===== config.mk =====
export PLATFORM = sky130hd
export DESIGN_NAME = mesh_packet_deframer
export DESIGN_NICKNAME = d
export VERILOG_FILES = /design/src/rtl/mpd_pkg.sv /design/src/rtl/mpd_cfg.sv /design/src/rtl/mpd_parse.sv /design/src/rtl/mesh_packet_deframer.sv
export SDC_FILE = /design/constraint.sdc
export NUM_CORES = 1
export LEC_CHECK = 0
export BUFFER_PORTS_ARGS = -buffer_cell sky130_fd_sc_hd__buf_2
export CORE_ASPECT_RATIO = 1.2
export CORE_MARGIN = 8
export CORE_UTILIZATION = 50
export DETAILED_ROUTE_END_ITERATION = 12
export PLACE_DENSITY = 0.75
export REMOVE_ABC_BUFFERS = 1
export SYNTH_ARGS = -nofsm -noshare
export SYNTH_HDL_FRONTEND = slang
export SYNTH_SLANG_ARGS = --single-unit

===== constraint.sdc =====
create_clock -name clk -period 8.6 [get_ports clk]
set_input_delay 1.29 -clock clk [delete_from_list [all_inputs] [get_ports clk]]
set_output_delay 1.29 -clock clk [all_outputs]
set_load 0.01 [all_outputs]

===== src/rtl/mpd_pkg.sv =====
// Shared types, codes and helpers for the mesh packet deframer.
`timescale 1ns / 1ps
package mpd_pkg;

	typedef enum logic [4:0] {
		SEC_HDR  = 5'b00001,
		SEC_XPT  = 5'b00010,
		SEC_PLEN = 5'b00100,
		SEC_PATH = 5'b01000,
		SEC_PAY  = 5'b10000
	} sec_t;

	localparam logic [2:0] SEC_CODE_HDR  = 3'd0;
	localparam logic [2:0] SEC_CODE_XPT  = 3'd1;
	localparam logic [2:0] SEC_CODE_PLEN = 3'd2;
	localparam logic [2:0] SEC_CODE_PATH = 3'd3;
	localparam logic [2:0] SEC_CODE_PAY  = 3'd4;

	localparam logic [1:0] END_NONE  = 2'd0;
	localparam logic [1:0] END_DONE  = 2'd1;
	localparam logic [1:0] END_TRUNC = 2'd2;

	localparam logic [3:0] MASK_RESET   = 4'd9;
	localparam logic [7:0] HDR_NO_RETX  = 8'hFF;
	localparam logic       REG_ROUTE_MASK = 1'b0;

	typedef struct packed {
		logic [2:0] section;
		logic [7:0] byte_value;
		logic [7:0] offset_in_section;
		logic [1:0] route_code;
		logic [3:0] pay_kind;
		logic [1:0] version;
		logic       no_retransmit;
		logic [2:0] hash_len;
		logic [5:0] hop_count;
		logic [7:0] path_byte_count;
		logic [7:0] payload_length;
		logic [1:0] end_status;
	} res_t;

	function automatic logic [7:0] sat_inc(input logic [7:0] v);
		return (v == 8'hFF) ? v : v + 8'd1;
	endfunction

endpackage


===== src/rtl/mpd_cfg.sv =====
// APB register file holding the transport route mask.
`timescale 1ns / 1ps
module mpd_cfg (
	input  logic        clk,
	input  logic        arst_n,
	input  logic        psel,
	input  logic        penable,
	input  logic        pwrite,
	input  logic [2:0]  paddr,
	input  logic [31:0] pwdata,
	output logic [31:0] prdata,
	output logic        pready,
	output logic [3:0]  route_mask
);

	logic [3:0] mask_q;
	logic       hit;

	assign pready     = 1'b1;
	assign hit        = (paddr[2] == mpd_pkg::REG_ROUTE_MASK);
	assign route_mask = mask_q;
	assign prdata     = hit ? {28'd0, mask_q} : 32'd0;

	always_ff @(posedge clk or negedge arst_n) begin
		if (!arst_n) begin
			mask_q <= mpd_pkg::MASK_RESET;
		end else if (psel && penable && pwrite && pready && hit) begin
			mask_q <= pwdata[3:0];
		end
	end

endmodule


===== src/rtl/mpd_parse.sv =====
// Section tracker: decodes one byte, latches header and path fields.
`timescale 1ns / 1ps
module mpd_parse #(
	parameter int MAX_PATH_BYTES       = 64,
	parameter int TRANSPORT_CODE_BYTES = 4
) (
	input  logic           clk,
	input  logic           arst_n,
	input  logic           adv,
	input  logic [7:0]     data_byte,
	input  logic           last_byte,
	input  logic [3:0]     route_mask,
	output mpd_pkg::res_t  res
);

	mpd_pkg::sec_t sec_q, sec_nxt, sec_upd;
	logic [7:0] cnt_q, cnt_upd;
	logic [1:0] rt_q, rt_nxt;
	logic [3:0] pt_q, pt_nxt;
	logic [1:0] ver_q, ver_nxt;
	logic       nr_q, nr_nxt;
	logic [2:0] hs_q, hs_nxt;
	logic [5:0] hops_q, hops_nxt;
	logic [7:0] pb_q, pb_nxt;
	logic [7:0] pc_q, pc_nxt;
	logic [2:0] code;
	logic [7:0] offset;
	logic [8:0] cnt_p1;
	logic [8:0] prod;
	logic       is_ff;

	assign cnt_p1 = {1'b0, cnt_q} + 9'd1;
	assign is_ff  = (data_byte == mpd_pkg::HDR_NO_RETX);
	assign prod   = 9'({1'b0, data_byte[7:6]} + 3'd1) * 9'(data_byte[5:0]);

	always_comb begin
		rt_nxt   = rt_q;
		pt_nxt   = pt_q;
		ver_nxt  = ver_q;
		nr_nxt   = nr_q;
		hs_nxt   = hs_q;
		hops_nxt = hops_q;
		pb_nxt   = pb_q;
		pc_nxt   = pc_q;
		offset   = cnt_q;
		case (sec_q)
			mpd_pkg::SEC_XPT: begin
				code    = mpd_pkg::SEC_CODE_XPT;
				sec_nxt = (cnt_p1 >= 9'(TRANSPORT_CODE_BYTES)) ? mpd_pkg::SEC_PLEN
					: mpd_pkg::SEC_XPT;
			end
			mpd_pkg::SEC_PLEN: begin
				code     = mpd_pkg::SEC_CODE_PLEN;
				hs_nxt   = {1'b0, data_byte[7:6]} + 3'd1;
				hops_nxt = data_byte[5:0];
				pb_nxt   = (prod > 9'(MAX_PATH_BYTES)) ? 8'(MAX_PATH_BYTES) : prod[7:0];
				sec_nxt  = (pb_nxt == 8'd0) ? mpd_pkg::SEC_PAY : mpd_pkg::SEC_PATH;
			end
			mpd_pkg::SEC_PATH: begin
				code    = mpd_pkg::SEC_CODE_PATH;
				sec_nxt = (cnt_p1 >= {1'b0, pb_q}) ? mpd_pkg::SEC_PAY : mpd_pkg::SEC_PATH;
			end
			mpd_pkg::SEC_PAY: begin
				code    = mpd_pkg::SEC_CODE_PAY;
				pc_nxt  = mpd_pkg::sat_inc(pc_q);
				sec_nxt = mpd_pkg::SEC_PAY;
			end
			default: begin
				code     = mpd_pkg::SEC_CODE_HDR;
				offset   = 8'd0;
				nr_nxt   = is_ff;
				rt_nxt   = is_ff ? 2'd0 : data_byte[1:0];
				pt_nxt   = is_ff ? 4'd0 : data_byte[5:2];
				ver_nxt  = is_ff ? 2'd0 : data_byte[7:6];
				hs_nxt   = 3'd1;
				hops_nxt = 6'd0;
				pb_nxt   = 8'd0;
				pc_nxt   = 8'd0;
				sec_nxt  = route_mask[rt_nxt] ? mpd_pkg::SEC_XPT : mpd_pkg::SEC_PLEN;
			end
		endcase
	end

	always_comb begin
		if (last_byte) begin
			sec_upd = mpd_pkg::SEC_HDR;
			cnt_upd = 8'd0;
		end else if (sec_nxt != sec_q) begin
			sec_upd = sec_nxt;
			cnt_upd = 8'd0;
		end else begin
			sec_upd = sec_nxt;
			cnt_upd = mpd_pkg::sat_inc(cnt_q);
		end
	end

	always_comb begin
		res.section           = code;
		res.byte_value        = data_byte;
		res.offset_in_section = offset;
		res.route_code        = rt_nxt;
		res.pay_kind          = pt_nxt;
		res.version           = ver_nxt;
		res.no_retransmit     = nr_nxt;
		res.hash_len          = hs_nxt;
		res.hop_count         = hops_nxt;
		res.path_byte_count   = pb_nxt;
		res.payload_length    = pc_nxt;
		if (!last_byte) begin
			res.end_status = mpd_pkg::END_NONE;
		end else if (sec_nxt == mpd_pkg::SEC_PAY) begin
			res.end_status = mpd_pkg::END_DONE;
		end else begin
			res.end_status = mpd_pkg::END_TRUNC;
		end
	end

	always_ff @(posedge clk or negedge arst_n) begin
		if (!arst_n) begin
			sec_q  <= mpd_pkg::SEC_HDR;
			cnt_q  <= 8'd0;
			rt_q   <= 2'd0;
			pt_q   <= 4'd0;
			ver_q  <= 2'd0;
			nr_q   <= 1'b0;
			hs_q   <= 3'd1;
			hops_q <= 6'd0;
			pb_q   <= 8'd0;
			pc_q   <= 8'd0;
		end else if (adv) begin
			sec_q  <= sec_upd;
			cnt_q  <= cnt_upd;
			rt_q   <= rt_nxt;
			pt_q   <= pt_nxt;
			ver_q  <= ver_nxt;
			nr_q   <= nr_nxt;
			hs_q   <= hs_nxt;
			hops_q <= hops_nxt;
			pb_q   <= pb_nxt;
			pc_q   <= pc_nxt;
		end
	end

`ifndef SYNTHESIS
	a_last_to_hdr: assert property (@(posedge clk) disable iff (!arst_n)
		adv && last_byte |=> sec_q == mpd_pkg::SEC_HDR && cnt_q == 8'd0)
		else $error("last byte did not return to header");
	a_hdr_clears_pay: assert property (@(posedge clk) disable iff (!arst_n)
		adv && sec_q == mpd_pkg::SEC_HDR |=> pc_q == 8'd0 && pb_q == 8'd0)
		else $error("header did not clear payload and path counts");
	a_path_nonempty: assert property (@(posedge clk) disable iff (!arst_n)
		sec_q == mpd_pkg::SEC_PATH |-> pb_q != 8'd0)
		else $error("path section with zero path bytes");
	a_xpt_bound: assert property (@(posedge clk) disable iff (!arst_n)
		sec_q == mpd_pkg::SEC_XPT |-> {1'b0, cnt_q} < 9'(TRANSPORT_CODE_BYTES))
		else $error("transport code count overran");
`endif

endmodule


===== src/rtl/mesh_packet_deframer.sv =====
// Top level of the mesh packet deframer: input stage, parser, result stage.
//
//  channel   dir  handshake          payload
//  s_*       in   s_tvalid/s_tready  s_tdata = data_byte, s_tlast = last_byte
//  m_*       out  m_tvalid/m_tready  m_tdata = result fields, m_tuser = section, end_status
//  APB       in   psel/penable       transport_route_mask at byte address 0
//
// One byte per cycle sustained while m_tready stays high; a byte is registered in the
// input stage, then its result in the result stage, from which its output transfer is made.
// The section decode sits between the input stage and the result register.
// Reset returns to the header section with mask 9 and clears both stages.
// A stall on m_tready backs up through the result stage; the input stage keeps
// accepting while the result stage can drain or is empty.
`timescale 1ns / 1ps
module mesh_packet_deframer #(
	parameter int MAX_PATH_BYTES       = 64,
	parameter int TRANSPORT_CODE_BYTES = 4
) (
	input  logic        clk,
	input  logic        arst_n,
	input  logic        s_tvalid,
	output logic        s_tready,
	input  logic [7:0]  s_tdata,   // [7:0] data_byte
	input  logic        s_tlast,
	output logic        m_tvalid,
	input  logic        m_tready,
	// [7:0] byte_value, [15:8] offset_in_section, [17:16] route_code,
	// [21:18] pay_kind, [23:22] version, [24] no_retransmit,
	// [27:25] hash_len, [33:28] hop_count, [41:34] path_byte_count,
	// [49:42] payload_length, [55:50] zero
	output logic [55:0] m_tdata,
	output logic [4:0]  m_tuser,   // [2:0] section, [4:3] end_status
	input  logic        psel,
	input  logic        penable,
	input  logic        pwrite,
	input  logic [2:0]  paddr,
	input  logic [31:0] pwdata,
	output logic [31:0] prdata,
	output logic        pready
);

	logic          v_s1, last_s1, v_s2, adv_s1;
	logic [7:0]    data_s1;
	logic [3:0]    route_mask;
	mpd_pkg::res_t res, res_s2;

	assign adv_s1   = v_s1 && (!v_s2 || m_tready);
	assign s_tready = !v_s1 || adv_s1;
	assign m_tvalid = v_s2;
	assign m_tdata  = {6'd0, res_s2.payload_length, res_s2.path_byte_count, res_s2.hop_count,
		res_s2.hash_len, res_s2.no_retransmit, res_s2.version, res_s2.pay_kind,
		res_s2.route_code, res_s2.offset_in_section, res_s2.byte_value};
	assign m_tuser  = {res_s2.end_status, res_s2.section};

	mpd_cfg u_cfg (
		.clk        (clk),
		.arst_n     (arst_n),
		.psel       (psel),
		.penable    (penable),
		.pwrite     (pwrite),
		.paddr      (paddr),
		.pwdata     (pwdata),
		.prdata     (prdata),
		.pready     (pready),
		.route_mask (route_mask)
	);

	mpd_parse #(
		.MAX_PATH_BYTES       (MAX_PATH_BYTES),
		.TRANSPORT_CODE_BYTES (TRANSPORT_CODE_BYTES)
	) u_parse (
		.clk        (clk),
		.arst_n     (arst_n),
		.adv        (adv_s1),
		.data_byte  (data_s1),
		.last_byte  (last_s1),
		.route_mask (route_mask),
		.res        (res)
	);

	always_ff @(posedge clk or negedge arst_n) begin
		if (!arst_n) begin
			v_s1 <= 1'b0;
			v_s2 <= 1'b0;
		end else begin
			if (s_tvalid && s_tready) begin
				v_s1 <= 1'b1;
			end else if (adv_s1) begin
				v_s1 <= 1'b0;
			end
			if (adv_s1) begin
				v_s2 <= 1'b1;
			end else if (m_tready) begin
				v_s2 <= 1'b0;
			end
		end
	end

	always_ff @(posedge clk) begin
		if (s_tvalid && s_tready) begin
			data_s1 <= s_tdata;
			last_s1 <= s_tlast;
		end
		if (adv_s1) begin
			res_s2 <= res;
		end
	end

endmodule

## Word level (Yosys, flattened, before mapping)

Cells that the tools add are included.

| storage, ports and cells | value |
|---|---|
| word-level logic and storage cells | 95 |
| flip-flop bits (word level) | 117 |

| cells by class | value |
|---|---|
| multiply operators | 1 |
| add/sub/neg operators | 5 |
| equal/unequal tests | 10 |
| reduce and logical (&&, ||, !) cells | 16 |
| bitwise gates (word level) | 1 |
| mux-type cells | 31 |
| order comparisons | 4 |

Operator list:

| operator | number |
|---|---|
| $mux 8 | 5 |
| $pmux 8 s2 | 2 |
| $eq 8x8->1 const B | 3 |
| $pmux 5 s4 | 1 |
| $add 8x1->8 const B | 2 |
| $mux 5 | 3 |
| $mux 4 | 3 |
| $pmux 3 s4 | 1 |
| $pmux 6 s2 | 1 |
| $eq 5x5->1 const B | 2 |
| $mux 2 | 5 |
| $add 8x1->9 const B | 1 |
| $ge 9x3->1 const B | 1 |
| $ge 9x8->1 | 1 |
| $gt 9x7->1 const B | 1 |
| $mul 9x6->9 | 1 |
| $logic_not 8->1 | 1 |
| $add 2x1->3 const B | 2 |
| $mux 1 | 6 |
| $mux 3 | 2 |
| $pmux 3 s2 | 1 |
| $reduce_or 3->1 | 2 |
| $eq 5x2->1 const B | 1 |
| $eq 5x3->1 const B | 1 |
| other kinds (12) | 19 |

## Depth between registers and ports, before layout

| depth | value |
|---|---|
| word-level depth | 10 |
| gate-level depth with buffers | 15 |
| gate-level depth less buffers | 13 |

## Modules after synthesis

From an unflattened synthesis, not the netlist that was laid out.

| unflattened totals | value |
|---|---|
| cell total of the unflattened synthesis | 534 |
| area, all modules | 6219.7 sq um |

By module, submodules not included:

| module | instances | cells each | area each (sq um) | seq. area each (sq um) |
|---|---|---|---|---|
| mpd_parse | 1 | 411 | 3713.6 | 1178.6 |
| mesh_packet_deframer | 1 | 79 | 2074.5 | 1971.9 |
| mpd_cfg | 1 | 44 | 431.7 | 102.6 |

## Least setup slack after synthesis

Ideal clock, no wire load.

| timing path | value |
|---|---|
| path type | register to register |
| start | reg data_s1[6] |
| end | reg res_s2, in the netlist m_tdata[35], data pin |
| data required time | 8468 ps |
| data arrival time | 3714 ps |
| library setup time | 132 ps |
| cell stages (with the launch flop) | 15 |
| clock period less this slack | 3845 ps |
| slack | 4755 ps |
| cells stage by stage | edfxtp_1 > ha_1 > and2_1 > fa_1 > ha_1 > inv_1 > fa_1 > inv_1 > or3_1 > nor3_1 > a31oi_1 > a21oi_1 > and3_1 > clkbuf_1 > a22o_1 |

RTL lines:

| element | RTL line | RTL |
|---|---|---|
| start: declaration | mesh_packet_deframer.sv:43 | `logic [7:0] data_s1;` |
| start signal: assignment | mesh_packet_deframer.sv:101 | `data_s1 <= s_tdata;` |
| end signal: assignment | mesh_packet_deframer.sv:105 | `res_s2 <= res;` |
| end: declaration | mesh_packet_deframer.sv:45 | `mpd_pkg::res_t res, res_s2;` |

==> metrics.md <==
| Metric | Value |
|---|---|
| Outcome | completed |
| Post-synthesis cell count | roughly 570 |
| Worst path top cell family by delay | adder cells |
| Placer Congestion | 0.847 |
| Setup Skew | 0.00723 ns |
| Initial Utilization | 0.512 |
| WP data arrival | 4.69 ns |
| Setup bufs post-CTS | 0 |
| WHS Path Cells | 2 |
| Yosys warning count | 0 |
| Routed wire length | about 13000 µm |
| Num rows | 44 |
| Largest net degree at the start of global routing | 54 |
| Met2 WL post-DR | 6810 µm |
| Cell Area, Synth | 0.00618 mm² |
| Post-DP Area | 0.00653 mm² |
| HP Class | flop to flop |
| Prevailing post-synth register cell | edfxtp_1 |
| Resize count post-CTS | 0 |
| Routed vias | 4531 |
| End of the worst register-to-register path | m_tdata[36] |
| Req. time, crit path | 8.87 ns |
| Highest-count cells in the layout ignoring fill and taps | buf_2, nand2_1, edfxtp_1, dfrtp_1, o21ai_0 |
| Leak pwr | 3.09 nW |
| Flops & latches, synth | 117 |
| DRT met1 WL | 5570 µm |
| Worst-path maximum fanout | 10 |
| Width of the die | roughly 120 µm |
| Die outline height | 138 µm |
| CP cell instances | ha_1 > and2_1 > fa_1 > ha_1 > inv_1 > fa_1 > inv_1 > or3_1 > nor3_1 > a31oi_1 > a21oi_1 > and3_1 > a22o_1 |
| Core ar. | 0.0121 mm² |
| # fillers | 957 |
| Clock-pin slew on the worst setup and hold paths | ~0.060 ns |
| Global route total overflow | 0 |
| WL/cell | 16.4 µm |
| Fin cells | 819 |
| Worst Tran Pin Value | 0.965 ns |
| DRC | 0 |
| Minimum clock period | between 4 and 5 ns |
| Delay of the slowest critical-path stage | 0.57 ns |
| Setup TNS Final | 0 ns |
| Fin. Hold Viols | 0 |
| Layout net count | 721 |
| Final Power | 1.75 mW |
| Max Freq | 226 MHz |
| Initial DRC Count | 282 |
| CTS tree | built |
| Post-placement cell count | 787 |
| Async SR Flop Fraction | 0.453 |
| Slew margin rel. | 0.356 |
| Top Metal Used | met4 |
| Post-DP HPWL | 9310 µm |
| Worst reg2reg setup slack | 4.18 ns |
| Fin crit share | 0.514 |
| Worst Setup Start Kind | flop |
| Vias per std cell | 5.53 |
| EDFF count, synth | 64 |
| Crit Path Category | flop to flop |
| Synth Area per Inst | 10.8 µm² |
| Drt pass-1 iters | 5 |
| Max-slew violations | 0 |
| Worst Hold End | u_parse.hs_q[0] |
| Clock Latency Late Sink | 0.41 ns |
| Max Cap Viol | 0 |
| Setup-failing EPs final | 0 |
| Clock Tree Buf Depth | 2 |
| Setup crit end kind | flop |
| Max IR drop VDD | 0.000129 V |
| CTS sink cnt | 117 |
| Slowest CP cell | edfxtp_1 |
| Hold Buf Count CTS | 0 |
| First-pass GRT wire length | 22200 µm |
| Antenna violations before repair | 0 |
| Pwr dens | between 200 and 250 mW/mm² |
| Met3 Wirelength | 785 µm |
| Buffers & Inverters on Critical Path | 2 |
| Hold WS | 0.466 ns |
| Die area | roughly 0.016 mm² |
| Setup WS pre-CTS | 4.24 ns |
| Vias in the first global route | 4609 |
| Setup ws final | 4.18 ns |
| IO Count | 147 |
| FF-to-FF path depth | 13 |
| GRT Overall Usage | 0.171 |
| Root Buffer | clkbuf_16 |
| H-tree depth | 4 |
| Post-DRT Antenna Nets | 0 |
| Register area share after synthesis | 0.527 |
| Port Buffers | between 80 and 90 |
| Antenna fix cells | 0 |
| Final Instance Area | 0.00711 mm² |
| Share of layout cells above drive strength 1 | 0.220 |
| Post-layout util | 0.590 |
| Post-synth cell types | 63 |
| Number of buffers created by CTS | 17 |
| Worst R2R Start | data_s1[6] |
| P&R area growth vs syn | 15.1% |
| RSZ-0062 raised after global routing | no |
| Commonest non-fill, non-tap cell in the layout | buf_2 |
| Min-delay src | u_parse.hs_q[0] |
[report_power, final]
| group | internal (mW) | switching, mW | total (mW) |
|---|---|---|---|
| sequential | 0.678 | 0.0510 | 0.729 |
| clock | 0.435 | 0.250 | 0.685 |
| combinational | 0.128 | 0.209 | 0.337 |
| total | 1.24 | 0.509 | 1.75 |
[kinds of logic after synthesis]
| group | count (synthesis) | share of synthesized area |
|---|---|---|
| AOI/OAI and AO/OA | 118 | 0.134 |
| xor gates and xnor gates | 12 | 0.0170 |
| adders and majority gates | 25 | 0.0567 |
| buffers and inverters | 86 | 0.0786 |
| DFF | 117 | 0.527 |
| muxes | 10 | 0.0207 |
| other | 2 | 0.00122 |
| and+or+nand+nor | 202 | 0.165 |
[metal layers]
metal,GRT usage,vias to the layer above
met4,0.0734,0
met3,0.0484,26
li1,-,2109
met2,0.297,165
met5,0,-
met1,0.194,2231
[cell usage after synthesis, drive strengths merged, types with 10 or more instances]
master | instances | share of area
clkbuf | 18 | 0.011
ha | 20 | 0.041
buf | 45 | 0.054
a21oi | 20 | 0.019
a22o | 21 | 0.030
nand2 | 81 | 0.050
o21ai | 46 | 0.041
inv | 23 | 0.014
nor2 | 26 | 0.016
dfrtp | 49 | 0.20
nor2b | 10 | 0.010
nand3 | 14 | 0.012
and2 | 24 | 0.024
edfxtp | 64 | 0.31
[state kept, by name (all words and copies together), names as in the netlist, 3 cells and up]
register,flops
u_parse.cnt_q,8
data_s1,8
u_parse.pt_q,4
m_tuser,5
u_cfg.route_mask,4
m_tdata,50
u_parse.pc_q,8
u_parse.hops_q,6
u_parse.pb_q,8
u_parse.sec_q,5
u_parse.hs_q,3
[worst reg2reg max path, cell delays in order, from the launching register on]
cell      delay, ns
edfxtp_1       0.57
ha_1           0.49
and2_1         0.22
fa_1           0.52
ha_1           0.19
inv_1          0.07
fa_1           0.49
inv_1          0.06
or3_1          0.38
nor3_1         0.35
a31oi_1        0.16
a21oi_1        0.20
and3_1         0.37
a22o_1         0.21
[final cells by class]
type,instances,area (µm²),area share
flip-flops and latches,117,3250,0.458
multi-input cells,402,2560,0.360
clock buffers,22,454,0.0639
repair buffers,84,428,0.0602
well taps,161,201,0.0283
clock inverters,10,124,0.0174
inverters,23,86.3,0.0121
[worst max path at each step]
| stage | from | end | slack, ns | cells after the start |
|---|---|---|---|---|
| floorplan | m_tready | u_parse.nr_q | 4.27 | 6 |
| global placement | data_s1[6] | m_tdata[34] | 4.42 | 13 |
| detailed placement | data_s1[6] | m_tdata[34] | 4.24 | 13 |
| CTS | data_s1[6] | m_tdata[34] | 4.22 | 13 |
| global route | data_s1[6] | m_tdata[34] | 3.98 | 13 |
| finish | data_s1[6] | m_tdata[36] | 4.18 | 13 |
No activity file was read; power rests on OpenSTA's default activity.
